<file path="src/hdl/xmlesc_pkg.sv">
// ----------------------------------------------------------------------------
// xmlesc_pkg
// Shared types, register codes and escape tables for the string escaper.
// ----------------------------------------------------------------------------
package xmlesc_pkg;

  // Configuration register indexes
  localparam logic [1:0] CFG_OUTPUT_MODE = 2'd0;
  localparam logic [1:0] CFG_XML_COMPAT  = 2'd1;

  localparam int CFG_INDEX_W = 2;
  localparam int CFG_DATA_W  = 8;

  // output_mode codes
  localparam logic [2:0] MODE_STANDARD = 3'd0;
  localparam logic [2:0] MODE_LISP     = 3'd1;
  localparam logic [2:0] MODE_ENCODE   = 3'd2;
  localparam logic [2:0] MODE_CONCLINE = 3'd3;
  localparam logic [2:0] MODE_XML      = 3'd4;

  localparam int RUN_MAX = 6;
  localparam int IDX_W   = $clog2(RUN_MAX);
  localparam int LEN_W   = $clog2(RUN_MAX + 1);

  typedef enum logic [1:0] {
    STYLE_PLAIN,
    STYLE_LISP,
    STYLE_XML
  } style_t;

  localparam logic [7:0] CH_QUOT  = 8'h22;
  localparam logic [7:0] CH_APOS  = 8'h27;
  localparam logic [7:0] CH_LT    = 8'h3c;
  localparam logic [7:0] CH_GT    = 8'h3e;
  localparam logic [7:0] CH_AMP   = 8'h26;
  localparam logic [7:0] CH_BSL   = 8'h5c;
  localparam logic [7:0] CH_BLANK = 8'h20;

  // Entities, left-justified in a six-byte word
  localparam logic [47:0] ENT_QUOT = "&quot;";
  localparam logic [47:0] ENT_APOS = "&apos;";
  localparam logic [47:0] ENT_LT   = {"&lt;", 16'h0000};
  localparam logic [47:0] ENT_GT   = {"&gt;", 16'h0000};
  localparam logic [47:0] ENT_AMP  = {"&amp;", 8'h00};

  function automatic style_t style_of(logic [2:0] mode, logic compat);
    style_t s;
    if (compat || mode == MODE_XML) begin
      s = STYLE_XML;
    end else if (mode == MODE_LISP) begin
      s = STYLE_LISP;
    end else begin
      s = STYLE_PLAIN;
    end
    return s;
  endfunction

  function automatic logic [LEN_W-1:0] run_len(style_t s, logic [7:0] b);
    logic [LEN_W-1:0] n;
    n = LEN_W'(1);
    unique case (s)
      STYLE_XML: begin
        if (b == CH_QUOT || b == CH_APOS) begin
          n = LEN_W'(6);
        end else if (b == CH_LT || b == CH_GT) begin
          n = LEN_W'(4);
        end else if (b == CH_AMP) begin
          n = LEN_W'(5);
        end
      end
      STYLE_LISP: begin
        if (b == CH_QUOT || b == CH_BSL) begin
          n = LEN_W'(4);
        end
      end
      default: n = LEN_W'(1);
    endcase
    return n;
  endfunction

  function automatic logic [7:0] run_byte(style_t s, logic [7:0] b, logic [IDX_W-1:0] k);
    logic [47:0] ent;
    logic [47:0] sh;
    logic [7:0]  o;
    ent = 48'h0;
    o   = b;
    unique case (s)
      STYLE_XML: begin
        priority if (b == CH_QUOT) ent = ENT_QUOT;
        else if (b == CH_APOS) ent = ENT_APOS;
        else if (b == CH_LT)   ent = ENT_LT;
        else if (b == CH_GT)   ent = ENT_GT;
        else if (b == CH_AMP)  ent = ENT_AMP;
        else ent = 48'h0;
        sh = ent << {k, 3'b000};
        if (ent != 48'h0) begin
          o = sh[47:40];
        end else if (b >= 8'd1 && b <= 8'd31) begin
          o = CH_BLANK;
        end
      end
      STYLE_LISP: begin
        sh = 48'h0;
        if ((b == CH_QUOT || b == CH_BSL) && k != IDX_W'(3)) begin
          o = CH_BSL;
        end
      end
      default: begin
        sh = 48'h0;
        o  = b;
      end
    endcase
    return o;
  endfunction

endpackage

</file>
<file path="src/hdl/xml_lisp_string_escaper.sv">
// ----------------------------------------------------------------------------
// xml_lisp_string_escaper
// Streaming byte escaper: XML entities or Lisp backslash escapes per byte.
// ----------------------------------------------------------------------------
//
//  channel  dir  handshake             payload
//  in       in   in_valid/in_ready     in_byte[7:0], in_string_end
//  out      out  out_valid/out_ready   out_byte[7:0], out_run_last, out_string_done
//  cfg      in   cfg_valid/cfg_ready   cfg_index[1:0], cfg_data[7:0]
//
//  One output byte per cycle while out_ready is high. A byte that maps to a
//  single output byte frees the run stage as it loads, so unstalled plain text
//  streams at one transaction per cycle; an entity of n bytes holds the input
//  until its last byte moves into the one-byte-wide output register. Reset
//  (synchronous, rst_n low) empties both stages and clears the registers to
//  standard mode. A stalled output holds its register and the run stage; a new
//  input is taken as the run's last byte loads. cfg_ready is always high.
//
module xml_lisp_string_escaper (
  input  logic                             clk,
  input  logic                             rst_n,

  input  logic                             in_valid,
  output logic                             in_ready,
  input  logic [7:0]                       in_byte,
  input  logic                             in_string_end,

  output logic                             out_valid,
  input  logic                             out_ready,
  output logic [7:0]                       out_byte,
  output logic                             out_run_last,
  output logic                             out_string_done,

  input  logic                             cfg_valid,
  output logic                             cfg_ready,
  input  logic [xmlesc_pkg::CFG_INDEX_W-1:0] cfg_index,
  input  logic [xmlesc_pkg::CFG_DATA_W-1:0]  cfg_data
);

  // Configuration registers
  logic [2:0] mode_r;
  logic       compat_r;

  // Run stage: the input byte being expanded and its position in the run
  logic                          stg_valid_r;
  logic [7:0]                    stg_byte_r;
  logic                          stg_end_r;
  logic [xmlesc_pkg::IDX_W-1:0]  stg_idx_r;

  // Output register
  logic       out_valid_r;
  logic [7:0] out_byte_r;
  logic       out_last_r;
  logic       out_done_r;

  xmlesc_pkg::style_t              style;
  logic [xmlesc_pkg::LEN_W-1:0]    len;
  logic                            is_last;
  logic                            load;
  logic [7:0]                      byte_nxt;

  assign cfg_ready = 1'b1;

  always_ff @(posedge clk) begin
    if (!rst_n) begin
      mode_r   <= xmlesc_pkg::MODE_STANDARD;
      compat_r <= 1'b0;
    end else if (cfg_valid) begin
      // Ignore writes beyond the register list
      if (cfg_index == xmlesc_pkg::CFG_OUTPUT_MODE) begin
        mode_r <= cfg_data[2:0];
      end else if (cfg_index == xmlesc_pkg::CFG_XML_COMPAT) begin
        compat_r <= cfg_data[0];
      end
    end
  end

  always_comb begin
    style    = xmlesc_pkg::style_of(mode_r, compat_r);
    len      = xmlesc_pkg::run_len(style, stg_byte_r);
    byte_nxt = xmlesc_pkg::run_byte(style, stg_byte_r, stg_idx_r);
    is_last  = (xmlesc_pkg::LEN_W'(stg_idx_r) == len - xmlesc_pkg::LEN_W'(1));
    // Move one run byte into the output register when it is free or draining
    load     = stg_valid_r && (!out_valid_r || out_ready);
    // Take a new byte when the stage is empty or hands off its last byte now
    in_ready = !stg_valid_r || (load && is_last);
  end

  always_ff @(posedge clk) begin
    if (!rst_n) begin
      stg_valid_r <= 1'b0;
      stg_idx_r   <= '0;
    end else begin
      if (in_valid && in_ready) begin
        stg_valid_r <= 1'b1;
        stg_idx_r   <= '0;
      end else if (load) begin
        if (is_last) begin
          stg_valid_r <= 1'b0;
        end
        stg_idx_r <= stg_idx_r + xmlesc_pkg::IDX_W'(1);
      end
    end
  end

  always_ff @(posedge clk) begin
    if (in_valid && in_ready) begin
      stg_byte_r <= in_byte;
      stg_end_r  <= in_string_end;
    end
  end

  always_ff @(posedge clk) begin
    if (!rst_n) begin
      out_valid_r <= 1'b0;
    end else if (load) begin
      out_valid_r <= 1'b1;
    end else if (out_ready) begin
      out_valid_r <= 1'b0;
    end
  end

  always_ff @(posedge clk) begin
    if (load) begin
      out_byte_r <= byte_nxt;
      out_last_r <= is_last;
      out_done_r <= is_last && stg_end_r;
    end
  end

  assign out_valid       = out_valid_r;
  assign out_byte        = out_byte_r;
  assign out_run_last    = out_last_r;
  assign out_string_done = out_done_r;

`ifndef SYNTHESIS
  // A busy stage with a stalled output keeps its run position
  a_idx_hold: assert property (@(posedge clk) disable iff (!rst_n)
    stg_valid_r && !load |=> $stable(stg_idx_r))
    else $error("run position moved without a transfer");

  // A new input may only displace a stage that hands off its last byte
  a_take_on_last: assert property (@(posedge clk) disable iff (!rst_n)
    in_valid && in_ready && stg_valid_r |-> load && is_last)
    else $error("input accepted while run unfinished");

  // The run position stays inside the run
  a_idx_range: assert property (@(posedge clk) disable iff (!rst_n)
    stg_valid_r |-> (xmlesc_pkg::LEN_W'(stg_idx_r) < len))
    else $error("run position past run length");

  // End of string marks only the last byte of a run
  a_done_last: assert property (@(posedge clk) disable iff (!rst_n)
    out_valid_r && out_done_r |-> out_last_r)
    else $error("string_done without run_last");
`endif

endmodule

</file>
<file path="config.mk">
export PLATFORM = sky130hd
export DESIGN_NAME = xml_lisp_string_escaper
export DESIGN_NICKNAME = d
export VERILOG_FILES = /design/src/hdl/xmlesc_pkg.sv /design/src/hdl/xml_lisp_string_escaper.sv
export SDC_FILE = /design/constraint.sdc
export NUM_CORES = 1
export LEC_CHECK = 0
export BUFFER_PORTS_ARGS = -buffer_cell sky130_fd_sc_hd__buf_2
export CAP_MARGIN = 20
export CORE_ASPECT_RATIO = 0.75
export CORE_MARGIN = 10
export CORE_UTILIZATION = 55
export DETAILED_ROUTE_END_ITERATION = 7
export GPL_TIMING_DRIVEN = 0
export PLACE_DENSITY = 0.79
export SYNTH_ARGS = -nofsm -noshare
export SYNTH_HDL_FRONTEND = slang
export SYNTH_SLANG_ARGS = --single-unit
</file>
<file path="constraint.sdc">
create_clock -name clk -period 4.2 [get_ports clk]
set_clock_uncertainty 0.05 [all_clocks]
set_input_delay 0 -clock clk [delete_from_list [all_inputs] [get_ports clk]]
set_output_delay 0 -clock clk [all_outputs]
set_load 0.05 [all_outputs]
</file>
* Yosys cells after proc, flatten, opt, wreduce, memory -nomap -nowiden
Index checks and enable logic that the tools add are counted.
** Storage, ports and cells
- Bits of input ports :: 24
- Word-level logic and storage cells :: 75
- Output and inout port bits :: 13
- Flip-flop bits (word level) :: 28
** Cells by class
- Reductions and logical operators :: 23
- Eq/ne operators :: 13
- Add/subtract/negate cells :: 2
- Shifts and indexed selects :: 1
- Bitwise logic cells :: 2
- $lt $le $gt $ge :: 2
- Multiplexer cells :: 22
** Operators with widths (count)
- $mux 46 :: 5
- $mux 48 :: 1
- $reduce_bool 48->1 :: 1
- $shl 48x6->48 :: 1
- $eq 8x6->1 const B :: 5
- $mux 8 :: 3
- $pmux 8 s2 :: 1
- $mux 3 :: 4
- $eq 8x7->1 const B :: 1
- $ge 8x1->1 const B :: 1
- $le 8x5->1 const B :: 1
- $logic_and 1x1->1 :: 6
- $logic_or 1x1->1 :: 6
- $mux 1 :: 6
- $pmux 3 s2 :: 1
- $reduce_bool 2->1 :: 3
- $eq 2x1->1 const B :: 2
- $reduce_and 2->1 :: 2
- $add 3x1->3 const B :: 1
- $eq 3x1->1 const B :: 1
- $eq 3x3->1 :: 1
- $eq 3x3->1 const B :: 1
- $ne 3x2->1 const B :: 1
- $reduce_and 3->1 :: 1
- 7 further kinds :: 9

* Logic depth before layout (Yosys ltp)
- Depth in word-level cells :: 12
- Depth in mapped cells :: 11
- Gate-level depth less buffers :: 10

* Least setup slack after synthesis
OpenSTA, ideal clock, no wires.
- Path type :: register to output
- Start point :: register stg_byte_r[3]
- End point :: output in_ready
- Stages on the path, launching flop included :: 12
- Data required time :: 4.150 ns
- Path slack :: 0.693 ns
- Data arrival time :: 3.457 ns
- Cells stage by stage :: edfxtp_1 or3b_1 buf_6 o22ai_4 nand2_4 o31ai_4 ha_1 xor2_1 and2_1 o2111a_2 a31oi_4 o21ai_0
** On the way
- Word-level cells in the longest chain between the ends :: 9
- Elaborated cells on any way between the ends :: 18
- Classes of those cells :: 1 x add/sub; 7 x eq/ne; 5 x mux; 5 x reduce/logical
** Ends and longest elaborated chain
- start, declared :: line xml_lisp_string_escaper.sv:46 : logic [7:0] stg_byte_r;
- start signal, assigned :: line xml_lisp_string_escaper.sv:108 : stg_byte_r <= in_byte;
- $eq 8x6->1, on equally long branches :: line xmlesc_pkg.sv:67, xmlesc_pkg.sv:65
- $mux 3 / $logic_or 1x1->1 (equally long branches) :: line xmlesc_pkg.sv:67, xmlesc_pkg.sv:65
- $mux 3 :: line xmlesc_pkg.sv:65 : end else if (b == CH_LT || b == CH_GT) begin
- $mux 3 :: line xmlesc_pkg.sv:63 : if (b == CH_QUOT || b == CH_APOS) begin
- $pmux 3 s2 (*) :: line xmlesc_pkg.sv:61 : unique case (s)
- $sub 3x1->3 (*) :: line xml_lisp_string_escaper.sv:82 : is_last = (xmlesc_pkg::LEN_W'(stg_idx_r) == len - xmlesc_pkg::LEN_W'(1));
- $eq 3x3->1 (*) :: line xml_lisp_string_escaper.sv:82
- $logic_and 1x1->1 (*) :: line xml_lisp_string_escaper.sv:86 : in_ready = !stg_valid_r || (load && is_last);
- $logic_or 1x1->1 (*) :: line xml_lisp_string_escaper.sv:86
- end, declared :: line xml_lisp_string_escaper.sv:24 : output logic in_ready,
Mark *: on every way between the ends. The rest lies on a longest branch, timed or not.

* Final worst setup path
- Start point :: register stg_byte_r[7]
- End point :: register stg_valid_r
** On the way
- Word-level cells in the longest chain between the ends :: 12
- Elaborated cells on any way between the ends :: 23
- Classes of those cells :: 1 x add/sub; 7 x eq/ne; 6 x mux; 9 x reduce/logical
** Ends and longest elaborated chain
- $eq 8x6->1, on equally long branches :: line xmlesc_pkg.sv:67, xmlesc_pkg.sv:65
- $mux 3 / $logic_or 1x1->1 (equally long branches) :: line xmlesc_pkg.sv:67, xmlesc_pkg.sv:65
- $mux 3 :: line xmlesc_pkg.sv:65
- $mux 3 :: line xmlesc_pkg.sv:63
- $pmux 3 s2 (*) :: line xmlesc_pkg.sv:61
- $sub 3x1->3 (*) :: line xml_lisp_string_escaper.sv:82
- $eq 3x3->1 (*) :: line xml_lisp_string_escaper.sv:82
- $logic_and 1x1->1 :: line xml_lisp_string_escaper.sv:86
- $logic_or 1x1->1 :: line xml_lisp_string_escaper.sv:86
- $logic_and 1x1->1 :: line xml_lisp_string_escaper.sv:94 : if (in_valid && in_ready) begin
- $reduce_bool 2->1 (no source line)
- $reduce_and 2->1 (no source line)
- end signal, assigned :: line xml_lisp_string_escaper.sv:91 : stg_valid_r <= 1'b0;
- end signal, assigned :: line xml_lisp_string_escaper.sv:95 : stg_valid_r <= 1'b1;
- end signal, assigned :: line xml_lisp_string_escaper.sv:99 : stg_valid_r <= 1'b0;
- end, declared :: line xml_lisp_string_escaper.sv:45 : logic stg_valid_r;
Marked as above.
A chain may end at the register's enable or synchronous reset.

==> run_results.csv <==
group,metric,value,unit
outcome,outcome,"finished, final reports clean",
placed_design,placed_area,2120,µm²
drt,via_per_inst,6.017,
flow_run,drv_cap,0,
logic_synthesis,async_flop_share,0,%
logic_synthesis,ys_seq_elements,28,
layout,drive_gt1_share,23.32,%
drt,drt_iter0_drc,287,
logic_synthesis,synth_top_family_by_area,"simple AND/OR/NAND/NOR gates",
critical_path,cpMaxStageDelayCell,"nor3b_1",
hold_path,hold_path_class,"in -> reg",
drt,highest_layer,"met4",
logic_synthesis,yosysWarnings,0,
drt,route.met3.wl,597,µm
critical_path,crit_path_cell_trace,"nor3b_1 > nand2_4 > o31ai_4 > ha_1 > xor2_1 > and2_1 > o2111a_2 > a31oi_4 > o221a_2 > dlygate4sd3_1",
drt,wire_per_inst,16.37,µm
logic_synthesis,synth_fa_ha_area_share,1.956,%
clock_network,post_cts_buffers,0,
grt,grt_pass1_vias,1640,
clock_network,cts_tree,"done",
clock_network,path_clk_slew,0.09,ns
grt,overflow,0,
logic_synthesis,syn-instance-count,204,
logic_synthesis,synth_compound_area_share,23.21,%
placed_design,gp_congestion,0.9060,
logic_synthesis,syn_area,1919,µm²
placed_design,hpwl,3.566,mm
critical_path,path_max_fanout,7,
logic_synthesis,synth.area.mux_share,3.194,%
timing,tightestPinTransition,0.9790,ns
critical_path,critical-path-max-stage-delay,0.85,ns
grt,grt_use_total,15.70,%
clock_network,cts_made_buffers,3,
power,peakVddDrop,0.0002327,V
timing,fin_crit,3.789,ns
clock_network,clockBufferDepth,2,
drt,drtAntennaViolNets,0,
layout,n_antenna_cell,0,
timing,setup_tns,0,ns
timing,slew_headroom,34.59,%
clock_network,h-tree-depth,1,
layout,final_nets,281,
timing,fmax,263.9,MHz
drt,drc_errors,0,
clock_network,cts.sinks,28,
logic_synthesis,syn_avg_cell_area,9.409,µm²
clock_network,worstSkewPairLatency,0.28,ns
critical_path,cp.arrival,3.96,ns
floorplanning,start_util,57.58,%
grt,grt_max_degree,16,
timing,fin_crit_sh,90.22,%
timing,hold_ws,0.03911,ns
drt,first_pass_iters,4,
clock_network,ctsRootBufferMaster,"clkbuf_8",
logic_synthesis,synth_fp_nets,231,
layout,final_area,2321,µm²
power,p_per_area,265.0,nW/µm²
grt,antenna_found_initial,0,
logic_synthesis,synth.distinct_cells,66,
layout,area_growth,20.93,%
floorplanning,fp.dieArea,6277,µm²
floorplanning,pin_count,37,
drt,vias,1763,
logic_synthesis,ys_seq_area_share,39.11,%
timing,rsz0062_at_grt,"false",
critical_path,critPathCaptureType,"register",
floorplanning,dieHeight,71.16,µm
layout,final_common_cell,"buf_2",
logic_synthesis,synth_edf_count,19,
grt,grt_pass1_wl,7.990,mm
power,leakagePower,0.0009026,µW
critical_path,crit_type,"reg -> reg",
drt,routed_wl,4.797,mm
timing,finalMaxSlewViolations,0,
critical_path,worst_setup_path_start_kind,"register",
logic_synthesis,synth_ff_type,"edfxtp_1",
placed_design,io_buffers,30,
logic_synthesis,synth_xor_area_share,1.825,%
floorplanning,chipWidth,88.21,µm
critical_path,crit_required,4.37,ns
floorplanning,core_area,3333,µm²
layout,final_cell_mix,"buf_2, nor2_1, edfxtp_1",
timing,report.final.setup_viol,0,
logic_synthesis,synthSimpleGateAreaFrac,24.51,%
timing,finalHoldViolations,0,
drt,wl_met1,2.202,mm
floorplanning,rows,18,
drt,wl_met2,1.973,mm
[cells by family after synthesis]
kind of cell	Yosys count
AND/OR/NAND/NOR	86
AO/OA/AOI/OAI	55
XOR/XNOR	4
flip-flops	28
other	1
adder cells (fa/ha/maj)	3
multiplexers	6
buffers and inverters	21
[synth_stat cells, types with 3 or more instances]
master | n | area (µm²)
a21oi_1 | 8 | 40.04
a2bb2oi_1 | 3 | 26.28
a31oi_1 | 5 | 31.28
a32o_1 | 3 | 30.03
and2_1 | 3 | 18.77
buf_6 | 4 | 45.04
clkbuf_1 | 5 | 18.77
dfxtp_1 | 9 | 180.2
edfxtp_1 | 19 | 570.6
ha_1 | 3 | 37.54
inv_1 | 8 | 30.03
mux2i_1 | 5 | 50.05
nand2_1 | 15 | 56.30
nand2b_1 | 3 | 18.77
nand3_1 | 6 | 30.03
nor2_1 | 23 | 86.33
nor3_1 | 6 | 30.03
nor3b_1 | 6 | 45.04
nor4_1 | 3 | 18.77
o21ai_0 | 9 | 45.04
o22ai_1 | 3 | 18.77
xnor2_1 | 3 | 26.28
[per-layer routing]
layer	vias to the layer above	track usage [%]
met5	-	0
met4	0	2.862
met3	4	5.034
met2	89	22.20
met1	800	22.72
li1	870	-
[area by class of cell]
| class | count | area (µm²) |
|---|---|---|
| Timing Repair Buffer | 45 | 300.3 |
| Sequential cell | 28 | 750.7 |
| Fill cell | 263 | 1012 |
| Clock buffer | 4 | 45.04 |
| Tap cell | 40 | 50.05 |
| Buffer | 13 | 85.08 |
| Multi-Input combinational cell | 155 | 1060 |
| Inverter | 8 | 30.03 |
[path summary, 6_finish.rpt]
| check | from | endpoint | slack, ns | depth (start not counted) |
|---|---|---|---|---|
| setup / recovery | stg_byte_r[7]$_DFFE_PP_ | stg_valid_r$_SDFFE_PN0P_ | 0.41 | 10 |
| hold / removal | cfg_valid | compat_r$_SDFFE_PN0P_ | 0.04 | 4 |
| setup reg to reg | stg_byte_r[7]$_DFFE_PP_ | stg_valid_r$_SDFFE_PN0P_ | 0.41 | 10 |
| hold reg to reg | mode_r[1]$_SDFFE_PN0P_ | mode_r[1]$_SDFFE_PN0P_ | 0.51 | 2 |
[report_power, final]
part           total, µW  internal, µW  switching [µW]
Sequential           330           313            16.3
Clock                150          68.1            81.8
Combinational        136          54.7            80.9
[per-stage QoR]
step	total power [µW]	setup WS [ns]	instances	util, %
2_1_floorplan	421.9	0.6929	204	-
4_1_cts	616.3	0.2653	293	69.44
5_1_grt	642.2	0.2489	293	69.63
3_5_place_dp	457.6	0.2693	274	63.59
3_3_place_gp	456.6	0.2611	274	63.59
6_report	615.1	0.4108	293	69.63
[critical path, delay by kind of cell (launching register included)]
kind	cells	cell delay [ns]
buf+inv	1	0.54
compound gates	4	1.01
flops	1	0.51
xor+xnor	1	0.15
simple gates	3	1.17
fa+ha+maj	1	0.29
[registers in the layout, indices dropped and copies added, names as in the netlist]
| register | flops |
|---|---|
| compat_r | 1 |
| out_run_last | 1 |
| out_string_done | 1 |
| out_valid | 1 |
| out_byte | 8 |
| stg_end_r | 1 |
| stg_valid_r | 1 |
| stg_byte_r | 8 |
| stg_idx_r | 3 |
| mode_r | 3 |
[repair_timing]
item	in CTS	in global routing
hold buffers	15	0
endpoints found under the setup margin	0	9
resized for setup	0	1
hold endpoints to repair	18	0
(Power assumes the default switching activity.)
